`src/rtl/assert_macros.svh`:
```
// assertion macros, clocked on clk and disabled while rst_n is low
`ifndef ASSERT_MACROS_SVH
`define ASSERT_MACROS_SVH

`ifndef NO_ASSERTIONS

`define ASSERT_ALWAYS(lbl, expr) \
    lbl: assert property (@(posedge clk) disable iff (!rst_n) (expr)) \
        else $error("assertion failed");

`define ASSERT_IMPLIES(lbl, ante, cons) \
    lbl: assert property (@(posedge clk) disable iff (!rst_n) (ante) |-> (cons)) \
        else $error("assertion failed");

`define ASSERT_HOLDS_NEXT(lbl, ante, cons) \
    lbl: assert property (@(posedge clk) disable iff (!rst_n) (ante) |=> (cons)) \
        else $error("assertion failed");

`else

`define ASSERT_ALWAYS(lbl, expr)

`define ASSERT_IMPLIES(lbl, ante, cons)

`define ASSERT_HOLDS_NEXT(lbl, ante, cons)

`endif

`endif

```
`src/rtl/ffd_pkg.sv`:
```
`timescale 1ns / 1ps
`default_nettype none

package ffd_pkg;

    localparam int KEY_MAX_BYTES = 8;
    localparam int KEY_IDX_W     = 3;
    localparam int KEY_POS_MAX   = 15;
    localparam int VALUE_MAX_RAW = 127;
    localparam int RAW_CNT_W     = $clog2(VALUE_MAX_RAW + 1);
    localparam int MAX_RESULTS   = 4;
    localparam int REC_CNT_W     = $clog2(MAX_RESULTS + 1);
    localparam int QUEUE_DEPTH   = 8;
    localparam int QUEUE_AW      = $clog2(QUEUE_DEPTH);
    localparam int CFG_INDEX_W   = 8;

    localparam logic [CFG_INDEX_W-1:0] CFG_KEY_CHARS  = 8'd0;
    localparam logic [CFG_INDEX_W-1:0] CFG_KEY_LENGTH = 8'd1;

    localparam logic [7:0] CH_PLUS    = 8'h2B;
    localparam logic [7:0] CH_PERCENT = 8'h25;
    localparam logic [7:0] CH_EQUAL   = 8'h3D;
    localparam logic [7:0] CH_AMP     = 8'h26;
    localparam logic [7:0] CH_SPACE   = 8'h20;
    localparam logic [7:0] CH_NUL     = 8'h00;

    typedef enum logic [1:0] {
        PH_KEY   = 2'd0,
        PH_SKIP  = 2'd1,
        PH_VALUE = 2'd2,
        PH_TAIL  = 2'd3
    } phase_t;

    typedef enum logic [1:0] {
        ESC_NONE    = 2'd0,
        ESC_PERCENT = 2'd1,
        ESC_DIGIT   = 2'd2
    } esc_t;

    typedef struct packed {
        logic [7:0] in_byte;
        logic       in_last;
    } char_item_t;

    typedef struct packed {
        logic [7:0] value_byte;
        logic       has_byte;
        logic       found;
        logic       done_res;
    } res_item_t;

    typedef struct packed {
        logic [REC_CNT_W-1:0]               n;
        res_item_t [MAX_RESULTS-1:0]        r;
    } rec_list_t;

    function automatic logic is_hex(input logic [7:0] c);
        return (c >= 8'h30 && c <= 8'h39) || (c >= 8'h61 && c <= 8'h66)
            || (c >= 8'h41 && c <= 8'h46);
    endfunction

    function automatic logic [3:0] hex_val(input logic [7:0] c);
        logic [7:0] d;
        d = 8'h00;
        if (c >= 8'h30 && c <= 8'h39)
        begin
            d = c - 8'h30;
        end
        else if (c >= 8'h61 && c <= 8'h66)
        begin
            d = c - 8'h57;
        end
        else if (c >= 8'h41 && c <= 8'h46)
        begin
            d = c - 8'h37;
        end
        return d[3:0];
    endfunction

    function automatic rec_list_t list_add(input rec_list_t l, input res_item_t it);
        rec_list_t o;
        o = l;
        if (l.n < REC_CNT_W'(MAX_RESULTS))
        begin
            o.r[l.n[$clog2(MAX_RESULTS)-1:0]] = it;
            o.n = l.n + REC_CNT_W'(1);
        end
        return o;
    endfunction

    function automatic res_item_t mk_byte(input logic [7:0] b);
        res_item_t o;
        o.value_byte = b;
        o.has_byte   = 1'b1;
        o.found      = 1'b0;
        o.done_res   = 1'b0;
        return o;
    endfunction

    function automatic res_item_t mk_done(input logic f);
        res_item_t o;
        o.value_byte = 8'h00;
        o.has_byte   = 1'b0;
        o.found      = f;
        o.done_res   = 1'b1;
        return o;
    endfunction

endpackage

`default_nettype wire

```
`src/rtl/ffd_parser.sv`:
```
`timescale 1ns / 1ps
`default_nettype none

`include "assert_macros.svh"

module ffd_parser (
    input  wire logic                   clk,
    input  wire logic                   rst_n,
    input  wire logic                   char_valid,
    output logic                        char_stall,
    input  wire ffd_pkg::char_item_t    char_item,
    input  wire logic [63:0]            key_chars,
    input  wire logic [3:0]             key_length,
    input  wire logic                   room,
    output ffd_pkg::rec_list_t          push
);

    logic                               in_vld_reg;
    ffd_pkg::char_item_t                in_item_reg;
    logic                               fire;

    ffd_pkg::phase_t                    phase_reg, phase_next;
    logic                               ksm_reg, ksm_next;
    logic [3:0]                         kpos_reg, kpos_next;
    logic [ffd_pkg::RAW_CNT_W-1:0]      rcnt_reg, rcnt_next;
    ffd_pkg::esc_t                      esc_reg, esc_next;
    logic [7:0]                         held_reg, held_next;
    logic                               answered_reg, answered_next;

    logic [7:0]                         c;
    logic                               last;
    logic [3:0]                         klen;
    logic [ffd_pkg::RAW_CNT_W:0]        rcnt_sum;
    logic [7:0]                         dec;
    logic                               handled;
    logic                               zero_end;
    ffd_pkg::rec_list_t                 l;

    assign fire       = in_vld_reg && room;
    assign char_stall = in_vld_reg && !room;
    assign c          = in_item_reg.in_byte;
    assign last       = in_item_reg.in_last;
    assign klen       = (key_length > 4'(ffd_pkg::KEY_MAX_BYTES))
                        ? 4'(ffd_pkg::KEY_MAX_BYTES) : key_length;

    // input register
    always_ff @(posedge clk or negedge rst_n)
    begin
        if (!rst_n)
        begin
            in_vld_reg <= 1'b0;
        end
        else if (char_valid && !char_stall)
        begin
            in_vld_reg <= 1'b1;
        end
        else if (fire)
        begin
            in_vld_reg <= 1'b0;
        end
    end

    always_ff @(posedge clk)
    begin
        if (char_valid && !char_stall)
        begin
            in_item_reg <= char_item;
        end
    end

    always_comb
    begin
        phase_next    = phase_reg;
        ksm_next      = ksm_reg;
        kpos_next     = kpos_reg;
        rcnt_next     = rcnt_reg;
        esc_next      = esc_reg;
        held_next     = held_reg;
        answered_next = answered_reg;
        rcnt_sum      = {1'b0, rcnt_reg} + (ffd_pkg::RAW_CNT_W + 1)'(1);
        dec           = {ffd_pkg::hex_val(held_reg), ffd_pkg::hex_val(c)};
        handled       = 1'b0;
        zero_end      = 1'b0;
        l             = '0;

        if (fire)
        begin
            if (!answered_reg)
            begin
                unique case (phase_reg)
                    ffd_pkg::PH_KEY:
                    begin
                        if (c == ffd_pkg::CH_NUL)
                        begin
                            l             = ffd_pkg::list_add(l, ffd_pkg::mk_done(1'b0));
                            answered_next = 1'b1;
                            phase_next    = ffd_pkg::PH_TAIL;
                        end
                        else if (c == ffd_pkg::CH_EQUAL)
                        begin
                            if (ksm_reg && kpos_reg == klen && klen != 4'd0)
                            begin
                                phase_next = ffd_pkg::PH_VALUE;
                                rcnt_next  = '0;
                                esc_next   = ffd_pkg::ESC_NONE;
                                held_next  = 8'h00;
                            end
                            else
                            begin
                                phase_next = ffd_pkg::PH_SKIP;
                            end
                        end
                        else if (c == ffd_pkg::CH_AMP)
                        begin
                            ksm_next  = 1'b1;
                            kpos_next = 4'd0;
                        end
                        else
                        begin
                            if (kpos_reg < klen)
                            begin
                                if (key_chars[8*kpos_reg[ffd_pkg::KEY_IDX_W-1:0] +: 8] != c)
                                begin
                                    ksm_next = 1'b0;
                                end
                            end
                            else
                            begin
                                ksm_next = 1'b0;
                            end
                            if (kpos_reg < 4'(ffd_pkg::KEY_POS_MAX))
                            begin
                                kpos_next = kpos_reg + 4'd1;
                            end
                        end
                    end
                    ffd_pkg::PH_SKIP:
                    begin
                        if (c == ffd_pkg::CH_NUL)
                        begin
                            l             = ffd_pkg::list_add(l, ffd_pkg::mk_done(1'b0));
                            answered_next = 1'b1;
                            phase_next    = ffd_pkg::PH_TAIL;
                        end
                        else if (c == ffd_pkg::CH_AMP)
                        begin
                            phase_next = ffd_pkg::PH_KEY;
                            ksm_next   = 1'b1;
                            kpos_next  = 4'd0;
                        end
                    end
                    ffd_pkg::PH_VALUE:
                    begin
                        if (c == ffd_pkg::CH_NUL || c == ffd_pkg::CH_AMP)
                        begin
                            if (esc_reg != ffd_pkg::ESC_NONE)
                            begin
                                l = ffd_pkg::list_add(l, ffd_pkg::mk_byte(ffd_pkg::CH_PERCENT));
                            end
                            if (esc_reg == ffd_pkg::ESC_DIGIT)
                            begin
                                l = ffd_pkg::list_add(l, ffd_pkg::mk_byte(held_reg));
                            end
                            esc_next      = ffd_pkg::ESC_NONE;
                            held_next     = 8'h00;
                            l             = ffd_pkg::list_add(l, ffd_pkg::mk_done(1'b1));
                            answered_next = 1'b1;
                            phase_next    = ffd_pkg::PH_TAIL;
                        end
                        else
                        begin
                            rcnt_next = rcnt_sum[ffd_pkg::RAW_CNT_W-1:0];
                            if (esc_reg == ffd_pkg::ESC_PERCENT)
                            begin
                                if (ffd_pkg::is_hex(c))
                                begin
                                    held_next = c;
                                    esc_next  = ffd_pkg::ESC_DIGIT;
                                    handled   = 1'b1;
                                end
                                else
                                begin
                                    l = ffd_pkg::list_add(l,
                                        ffd_pkg::mk_byte(ffd_pkg::CH_PERCENT));
                                    esc_next  = ffd_pkg::ESC_NONE;
                                    held_next = 8'h00;
                                end
                            end
                            else if (esc_reg == ffd_pkg::ESC_DIGIT)
                            begin
                                esc_next  = ffd_pkg::ESC_NONE;
                                held_next = 8'h00;
                                if (ffd_pkg::is_hex(c))
                                begin
                                    handled = 1'b1;
                                    if (dec == 8'h00)
                                    begin
                                        zero_end = 1'b1;
                                    end
                                    else
                                    begin
                                        l = ffd_pkg::list_add(l, ffd_pkg::mk_byte(dec));
                                    end
                                end
                                else
                                begin
                                    l = ffd_pkg::list_add(l,
                                        ffd_pkg::mk_byte(ffd_pkg::CH_PERCENT));
                                    l = ffd_pkg::list_add(l, ffd_pkg::mk_byte(held_reg));
                                end
                            end
                            if (!handled)
                            begin
                                if (c == ffd_pkg::CH_PLUS)
                                begin
                                    l = ffd_pkg::list_add(l,
                                        ffd_pkg::mk_byte(ffd_pkg::CH_SPACE));
                                end
                                else if (c == ffd_pkg::CH_PERCENT)
                                begin
                                    esc_next = ffd_pkg::ESC_PERCENT;
                                end
                                else
                                begin
                                    l = ffd_pkg::list_add(l, ffd_pkg::mk_byte(c));
                                end
                            end
                            if (zero_end)
                            begin
                                l             = ffd_pkg::list_add(l, ffd_pkg::mk_done(1'b1));
                                answered_next = 1'b1;
                                phase_next    = ffd_pkg::PH_TAIL;
                            end
                            else if (rcnt_sum >= (ffd_pkg::RAW_CNT_W + 1)'(ffd_pkg::VALUE_MAX_RAW))
                            begin
                                if (esc_next != ffd_pkg::ESC_NONE)
                                begin
                                    l = ffd_pkg::list_add(l,
                                        ffd_pkg::mk_byte(ffd_pkg::CH_PERCENT));
                                end
                                if (esc_next == ffd_pkg::ESC_DIGIT)
                                begin
                                    l = ffd_pkg::list_add(l, ffd_pkg::mk_byte(held_next));
                                end
                                esc_next      = ffd_pkg::ESC_NONE;
                                held_next     = 8'h00;
                                l             = ffd_pkg::list_add(l, ffd_pkg::mk_done(1'b1));
                                answered_next = 1'b1;
                                phase_next    = ffd_pkg::PH_TAIL;
                            end
                        end
                    end
                    default:
                    begin
                    end
                endcase

                // end of string with no answer yet
                if (last && !answered_next)
                begin
                    if (phase_next == ffd_pkg::PH_VALUE)
                    begin
                        if (esc_next != ffd_pkg::ESC_NONE)
                        begin
                            l = ffd_pkg::list_add(l, ffd_pkg::mk_byte(ffd_pkg::CH_PERCENT));
                        end
                        if (esc_next == ffd_pkg::ESC_DIGIT)
                        begin
                            l = ffd_pkg::list_add(l, ffd_pkg::mk_byte(held_next));
                        end
                        l = ffd_pkg::list_add(l, ffd_pkg::mk_done(1'b1));
                    end
                    else
                    begin
                        l = ffd_pkg::list_add(l, ffd_pkg::mk_done(1'b0));
                    end
                    answered_next = 1'b1;
                end
            end

            if (last)
            begin
                phase_next    = ffd_pkg::PH_KEY;
                ksm_next      = 1'b1;
                kpos_next     = 4'd0;
                rcnt_next     = '0;
                esc_next      = ffd_pkg::ESC_NONE;
                held_next     = 8'h00;
                answered_next = 1'b0;
            end
        end
    end

    assign push = l;

    always_ff @(posedge clk or negedge rst_n)
    begin
        if (!rst_n)
        begin
            phase_reg    <= ffd_pkg::PH_KEY;
            ksm_reg      <= 1'b1;
            kpos_reg     <= 4'd0;
            rcnt_reg     <= '0;
            esc_reg      <= ffd_pkg::ESC_NONE;
            held_reg     <= 8'h00;
            answered_reg <= 1'b0;
        end
        else
        begin
            phase_reg    <= phase_next;
            ksm_reg      <= ksm_next;
            kpos_reg     <= kpos_next;
            rcnt_reg     <= rcnt_next;
            esc_reg      <= esc_next;
            held_reg     <= held_next;
            answered_reg <= answered_next;
        end
    end

    `ASSERT_IMPLIES(tail_when_answered, answered_reg, phase_reg == ffd_pkg::PH_TAIL)

endmodule

`default_nettype wire

```
`src/rtl/ffd_result_queue.sv`:
```
`timescale 1ns / 1ps
`default_nettype none

`include "assert_macros.svh"

module ffd_result_queue (
    input  wire logic                   clk,
    input  wire logic                   rst_n,
    input  wire ffd_pkg::rec_list_t     push,
    output logic                        room,
    output logic                        res_valid,
    input  wire logic                   res_stall,
    output ffd_pkg::res_item_t          res_item
);

    ffd_pkg::res_item_t                 mem [ffd_pkg::QUEUE_DEPTH];
    logic [ffd_pkg::QUEUE_AW-1:0]       head_reg, tail_reg;
    logic [ffd_pkg::QUEUE_AW:0]         count_reg, count_next;
    logic                               pop;

    assign res_valid = count_reg != '0;
    assign res_item  = mem[head_reg];
    assign pop       = res_valid && !res_stall;
    assign room      = count_reg <= (ffd_pkg::QUEUE_AW + 1)'(ffd_pkg::QUEUE_DEPTH
                                                              - ffd_pkg::MAX_RESULTS);
    assign count_next = count_reg + (ffd_pkg::QUEUE_AW + 1)'(push.n)
                        - (ffd_pkg::QUEUE_AW + 1)'(pop);

    always_ff @(posedge clk)
    begin
        for (int k = 0; k < ffd_pkg::MAX_RESULTS; k++)
        begin
            if (ffd_pkg::REC_CNT_W'(k) < push.n)
            begin
                mem[tail_reg + ffd_pkg::QUEUE_AW'(k)] <= push.r[k];
            end
        end
    end

    always_ff @(posedge clk or negedge rst_n)
    begin
        if (!rst_n)
        begin
            head_reg  <= '0;
            tail_reg  <= '0;
            count_reg <= '0;
        end
        else
        begin
            head_reg  <= head_reg + ffd_pkg::QUEUE_AW'(pop);
            tail_reg  <= tail_reg + ffd_pkg::QUEUE_AW'(push.n);
            count_reg <= count_next;
        end
    end

    `ASSERT_ALWAYS(count_in_range, count_reg <= (ffd_pkg::QUEUE_AW + 1)'(ffd_pkg::QUEUE_DEPTH))
    `ASSERT_IMPLIES(push_needs_room, push.n != '0, room)
    `ASSERT_HOLDS_NEXT(head_held_on_stall, res_valid && res_stall, $stable(head_reg))

endmodule

`default_nettype wire

```
`src/rtl/form_field_extract_decode_top.sv`:
```
`timescale 1ns / 1ps
`default_nettype none

// Form field extractor: takes one character of an ampersand-separated
// key=value string per item and streams out the URL-decoded value of the
// first segment whose key equals key_chars/key_length, then one terminal
// item with found set or clear. A character is taken every clock unless
// stalled; its results pass the input register and the eight-entry result
// queue. A character yields up to four result items, which leave the queue one
// per clock while res_stall is low; char_stall rises while a character waits
// and that queue has fewer than four free entries, so the sustained rate is
// one character per clock as long as the characters average at most one result
// each and res_stall stays low. Configuration writes are always ready and must
// be made only while the block is idle.

module form_field_extract_decode_top (
    input  wire logic                               clk,
    input  wire logic                               rst_n,
    input  wire logic                               char_valid,
    output logic                                    char_stall,
    input  wire ffd_pkg::char_item_t                char_item,
    output logic                                    res_valid,
    input  wire logic                               res_stall,
    output ffd_pkg::res_item_t                      res_item,
    input  wire logic                               cfg_valid,
    output logic                                    cfg_ready,
    input  wire logic [ffd_pkg::CFG_INDEX_W-1:0]    cfg_index,
    input  wire logic [63:0]                        cfg_data
);

    logic [63:0]            key_chars_reg;
    logic [3:0]             key_length_reg;
    logic                   room;
    ffd_pkg::rec_list_t     push;

    assign cfg_ready = 1'b1;

    always_ff @(posedge clk or negedge rst_n)
    begin
        if (!rst_n)
        begin
            key_chars_reg  <= 64'd0;
            key_length_reg <= 4'd1;
        end
        else if (cfg_valid && cfg_ready)
        begin
            unique case (cfg_index)
                ffd_pkg::CFG_KEY_CHARS:  key_chars_reg  <= cfg_data;
                ffd_pkg::CFG_KEY_LENGTH: key_length_reg <= cfg_data[3:0];
                default:
                begin
                end
            endcase
        end
    end

    ffd_parser u_parser (
        .clk        (clk),
        .rst_n      (rst_n),
        .char_valid (char_valid),
        .char_stall (char_stall),
        .char_item  (char_item),
        .key_chars  (key_chars_reg),
        .key_length (key_length_reg),
        .room       (room),
        .push       (push)
    );

    ffd_result_queue u_queue (
        .clk        (clk),
        .rst_n      (rst_n),
        .push       (push),
        .room       (room),
        .res_valid  (res_valid),
        .res_stall  (res_stall),
        .res_item   (res_item)
    );

endmodule

`default_nettype wire

```
`config.mk`:
```
export PLATFORM = sky130hd
export DESIGN_NAME = form_field_extract_decode_top
export DESIGN_NICKNAME = d
export VERILOG_FILES = /design/src/rtl/ffd_pkg.sv /design/src/rtl/ffd_parser.sv /design/src/rtl/ffd_result_queue.sv /design/src/rtl/form_field_extract_decode_top.sv
export VERILOG_INCLUDE_DIRS = /design/src /design/src/rtl
export SDC_FILE = /design/constraint.sdc
export NUM_CORES = 1
export LEC_CHECK = 0
export ABC_AREA = 1
export BUFFER_PORTS_ARGS = -buffer_cell sky130_fd_sc_hd__buf_2
export CORE_MARGIN = 5
export CORE_UTILIZATION = 45
export CTS_BUF_LIST = sky130_fd_sc_hd__clkbuf_4
export CTS_CLUSTER_SIZE = 30
export DETAILED_ROUTE_END_ITERATION = 8
export PLACE_DENSITY_LB_ADDON = 0.2
export SYNTH_ARGS = -nofsm -noshare
export SYNTH_HDL_FRONTEND = slang
export SYNTH_SLANG_ARGS = --single-unit
export TNS_END_PERCENT = 100
```
`constraint.sdc`:
```
create_clock -name clk -period 16.7 [get_ports clk]
set_input_delay 0 -clock clk [delete_from_list [all_inputs] [get_ports clk]]
set_output_delay 0 -clock clk [all_outputs]
set_load 0.01 [all_outputs]
```
Word level (Yosys, flattened, before mapping)
Memories as Yosys holds them, arrays and structs flattened.
Index checks and enable logic that the tools add are counted.
Word-level totals
  register bits: 113
  RAM bits: 88
  input port bits: 86
  output and inout port bits: 14
  word-level logic and storage cells: 423
  memories kept: 1
Cells by class
  add/sub/neg operators: 25
  $lt $le $gt $ge: 51
  equal/unequal tests: 24
  shifts and indexed selects: 1
  mux-type cells: 233
  bitwise logic cells: 24
  reduce and logical (&&, ||, !) cells: 49
Memory list
  u_queue.mem: depth 8, bits a word 11, rd ports 1, clocked after Yosys merged registers in 0, wr ports 4, line ffd_result_queue.sv:16  | ffd_pkg::res_item_t mem [ffd_pkg::QUEUE_DEPTH];
Operators by type and width (number)
  2-to-1 mux 47 bit: 69
  bitwise mux 44 bit: 5
  demux 11 bit (select 2 bit): 10
  2-to-1 mux 11 bit: 17
  AND 36 bit: 5
  2-to-1 mux 45 bit: 4
  NOT 36 bit: 5
  2-to-1 mux 8 bit: 17
  case mux 47 bit (2 select lines): 1
  2-to-1 mux 2 bit: 32
  indexed part select 64 x 7 -> 8 bit: 1
  2-to-1 mux 4 bit: 15
  AND 28 bit: 2
  NOT 28 bit: 2
  2-to-1 mux 1 bit: 43
  2-to-1 mux 7 bit: 6
  AND 40 bit: 1
  greater-or-equal comparator 8 x 7 -> 1 bit (second input constant): 5
  NOT 40 bit: 1
  OR 8 bit: 5
  adder 3 x 1 -> 3 bit (second input constant): 11
  == test 8 x 6 -> 1 bit (second input constant): 4
  <= comparator 8 x 7 -> 1 bit (second input constant): 4
  OR 16 bit: 2
  other kinds (50): 140

Longest topological paths before layout
  word-level depth: 114
  mapped depth: 59
  gate-level depth less buffers: 58

Cells and area by module
Synthesis repeated with hierarchy kept, for this count alone.
Second synthesis, totals
  cell total of the unflattened synthesis: 2571
  area, all modules: 17154.0 µm²
Modules (own cells, without submodules)
  ffd_result_queue: times used 1, cells each 1171, area an instance 7762.4 µm²
  ffd_parser: times used 1, cells each 1080, area an instance 6526.3 µm²
  form_field_extract_decode_top: times used 1, cells each 320, area an instance 2865.2 µm²

Least setup slack after synthesis
OpenSTA, ideal clock, no wires.
  path type: reg-to-reg
  start: reg u_parser.in_item_reg, in the netlist u_parser.c[1]
  end: mem u_queue.mem[1][0] (netlist bit) (enable)
  setup time: 0.391 ns
  arrival time: 7.101 ns
  slack: 9.208 ns
  stages on the path, launching flop included: 51
  cells stage by stage: edfxtp_1 inv_1 ha_1 o21ai_2 nand2_1 nand2_2 nor2_1 a21oi_1 nand3_1 nand2_1 nand3_1 nand2_1 nand2_1 inv_1 ha_1 or2_2 nand3_1 inv_1 [15 not listed] inv_1 ha_1 nand2_1 nand3_1 nand2_1 inv_1 ha_1 or2_1 nand2_1 inv_1 ha_1 o311ai_4 nor2_1 inv_2 nor2_2 inv_2 buf_2 nand4_1
RTL lines
  from (decl): line ffd_parser.sv:19  | ffd_pkg::char_item_t in_item_reg;
  from (signal assigned): line ffd_parser.sv:67  | in_item_reg <= char_item;
  to (decl): line ffd_result_queue.sv:16

==> run summary <==
Final setup violation count: 0
Sequential Area: 5520 µm²
Layout Nets: 2707
Seq cells post-synth: 201
Worst path most repeated cell: nand2_1
Hold Path End: key_chars_reg[63]
Hold Startpoint: cfg_data[63]
Port Buf Inserts: 98
Post-synth top area cell: edfxtp_1
Synth Cell Area: 16400 µm²
Commonest non-fill, non-tap cell in the layout: nand2_1
Worst setup EP type: register
Pins Over Slew Limit: 9
Clock sink count: 201
Hold slack: 0.0602 ns
Internal: 1.04 mW
Switching share of power: 46.7%
Routed vias: 18200
WL/cell: 22.6 µm
Sw Pwr: 0.914 mW
Synth Flop Type: dfrtp_1
Setup ws final: 6.97 ns
Most frequent cells in the layout: nand2_1 (552), nand3_1 (238), inv_1 (234), nor2_1 (224), o21ai_0 (211)
Clock buffer count from CTS: 54
Clock tree buffer depth: 3
Io pins: 100
# DRC: 0
Crit Path Class: reg -> reg
Hold path depth: 4
CTS resizes: 0
Setup_tns: 0 ns
Worst rel slew slack: -1.37%
Slew @ Worst Pin: 1.51 ns
DR vias/cell: 5.91
Critical Path Fanout Max: 76
Max_cap viols: 1
CP max-delay cell: buf_4
Number of global-route vias before repair: 17600
RSZ-0062 raised after global routing: no
Reg-to-Reg Start: u_parser.c[1]
Start point of the critical path: u_parser.c[1]
Crit start category: register
Dpl ws: 7.21 ns
Number of fill cells: 3442
Row cnt: 70
Clk_lat worst skew: 0.81 ns
Area growth syn-to-layout: 18.0%
HPWL Detailed: 49100 µm
CORE AREA: 36300 µm²
WL final: 69400 µm
Yosys warns: 0
Achievable clock frequency: 103 MHz
Die area: 40400 µm²
Max IR drop VDD: 0.0000746 V
Synth unique cells: 67
Comb pwr share: 44.4%
Seq/Total Area, Yosys: 33.6%
Final min period: 9.73 ns
Worst Skew: 0.0979 ns
Mean area per synthesized cell: 7.01 µm²
Reg2reg end: u_queue.mem[4][8]
Clock-pin slew on the worst setup and hold paths: 0.07 ns
Max reg flops: 88
Post-synth EDFFs: 97
Failing checks: max-capacitance violations, max-slew violations
R2r worst-path depth: 54
Area of the multi-input gates: 9390 µm²
Hold WC Path Type: in -> reg
Clock Power Share: 22.2%
Cell leakage power: 9.12 nW
Non-Filler Instances: 3075
Status: finished, violations left
CP Data Arrival Time: 10.10 ns
Root Driver: clkbuf_4
Power Dens Cells: 101 nW/µm²
Initial antenna violation count: 1
1st-iter DRT viols: 2150
Chip width: 201 µm
Total grt overflow: 0
Synth top area cells: edfxtp_1 (18%), dfrtp_1 (16%), nand2_1 (13%)
Die Y: 201 µm
CP required: 17.07 ns
First-pass GRT wire length: 105000 µm
Post-synth top area share: 17.8%
Final worst-path cycle share: 58.3%
GPL Wtd Cong: 1.02
CTS tree: built
H-tree depth: 2
Placed cells: 2825
DR pass1 iterations: 6
Starting Density: 45.1%
Tot GR Track Use: 33.4%
Pin count of the biggest net entering global routing: 77
Seq pwr share: 33.4%
Syn_nets: 2483
Final Hold Fails: 0
ANT nets after route: 0
Fraction of layout instances using a drive strength above 1: 13.5%
R2R Setup Slk: 6.97 ns
Async set-reset flop share out of synthesis: 51.7%
Slowest stage delay, CP: 0.68 ns
Mapped Cells: 2341
[what timing repair did]
| item | 4_1_cts | 5_1_grt |
|---|---|---|
| setup buffers | 0 | 0 |
| hold buffers | 152 | 0 |
| endpoints found under the hold margin | 196 | 0 |
[cells in the mapped netlist (13+ instances only)]
| library cell | count |
|---|---|
| edfxtp_1 | 97 |
| nand4_1 | 16 |
| ha_1 | 54 |
| buf_2 | 32 |
| clkbuf_1 | 47 |
| nand3_1 | 238 |
| mux2_2 | 59 |
| a31oi_1 | 16 |
| inv_2 | 28 |
| dfrtp_1 | 102 |
| a21oi_1 | 87 |
| nor3_1 | 26 |
| xor2_1 | 13 |
| nor2_1 | 224 |
| nand2_2 | 15 |
| o22ai_1 | 52 |
| o21ai_0 | 211 |
| nand2_1 | 553 |
| o21ai_1 | 61 |
| inv_1 | 234 |
[critical path, delay by kind of cell, from the launching register on]
| kind | cells | cell delay (ns) |
|---|---|---|
| adders and majority gates | 7 | 1.77 |
| buffers and inverters | 10 | 1.65 |
| DFF | 1 | 0.47 |
| AOI/OAI and AO/OA | 3 | 0.48 |
| and+or+nand+nor | 34 | 4.84 |
[layer usage]
metal  vias to the layer above  GRT usage [%]  share of wire, %
met5                         -              0                 0
met4                         0           16.4               5.9
met3                       255           6.28               9.4
met2                      1078           53.9                45
met1                      8410           43.2                39
li1                       8430              -                 -
[kinds of logic (layout without fill, tap and decap cells)]
group | after synthesis | in the layout | share of synthesized area, %
and+or+nand+nor | 1115 | 1115 | 29.2
AOI/OAI and AO/OA | 514 | 514 | 18.2
buffers and inverters | 375 | 639 | 9.39
DFF | 201 | 201 | 33.6
muxes | 64 | 64 | 4.35
adders and majority gates | 56 | 56 | 4.36
xor gates and xnor gates | 15 | 15 | 0.801
other | 1 | 3 | 0.0229
[through the flow]
| step | cell area (µm²) | power (mW) | util, % |
|---|---|---|---|
| final | 19400 | 1.96 | 53.3 |
| after global routing | 19400 | 2.07 | 53.3 |
| after CTS | 19400 | 1.93 | 53.3 |
| after detailed placement | 17200 | 1.47 | 47.2 |
| after global placement | 17200 | 1.47 | 47.2 |
| after floorplan | 16400 | 1.17 | - |
[layout make-up]
type                            instances  area share, %
Timing Repair Buffer                  273           11.4
Clock buffer                           72           2.79
Clock inverter                         24          0.594
Tap cell                              468           3.02
Sequential cell                       201           28.5
Multi-Input combinational cell       1765           48.5
Antenna cell                            2         0.0258
Inverter                              270           5.25
[worst max-delay path by stage]
stage,cells past startpoint,end,slack (ns)
4_1_cts,54,u_queue.mem[4][8],7.10
3_5_place_dp,54,u_queue.mem[4][6],7.21
3_3_place_gp,52,u_queue.mem[4][4],7.50
6_report,54,u_queue.mem[4][8],6.97
5_1_grt,54,u_queue.mem[4][6],6.00
2_1_floorplan,50,u_queue.mem[1][0],9.21
[power groups by stage]
stage          Sequential (mW)  Clock, mW  Combinational [mW]
6_report                 0.653      0.435               0.870
5_1_grt                  0.658      0.470               0.940
4_1_cts                  0.648      0.438               0.846
3_5_place_dp             0.658          0               0.816
3_3_place_gp             0.656          0               0.811
2_1_floorplan            0.617          0               0.553
Note: power is estimated with default switching activity, not from simulation.
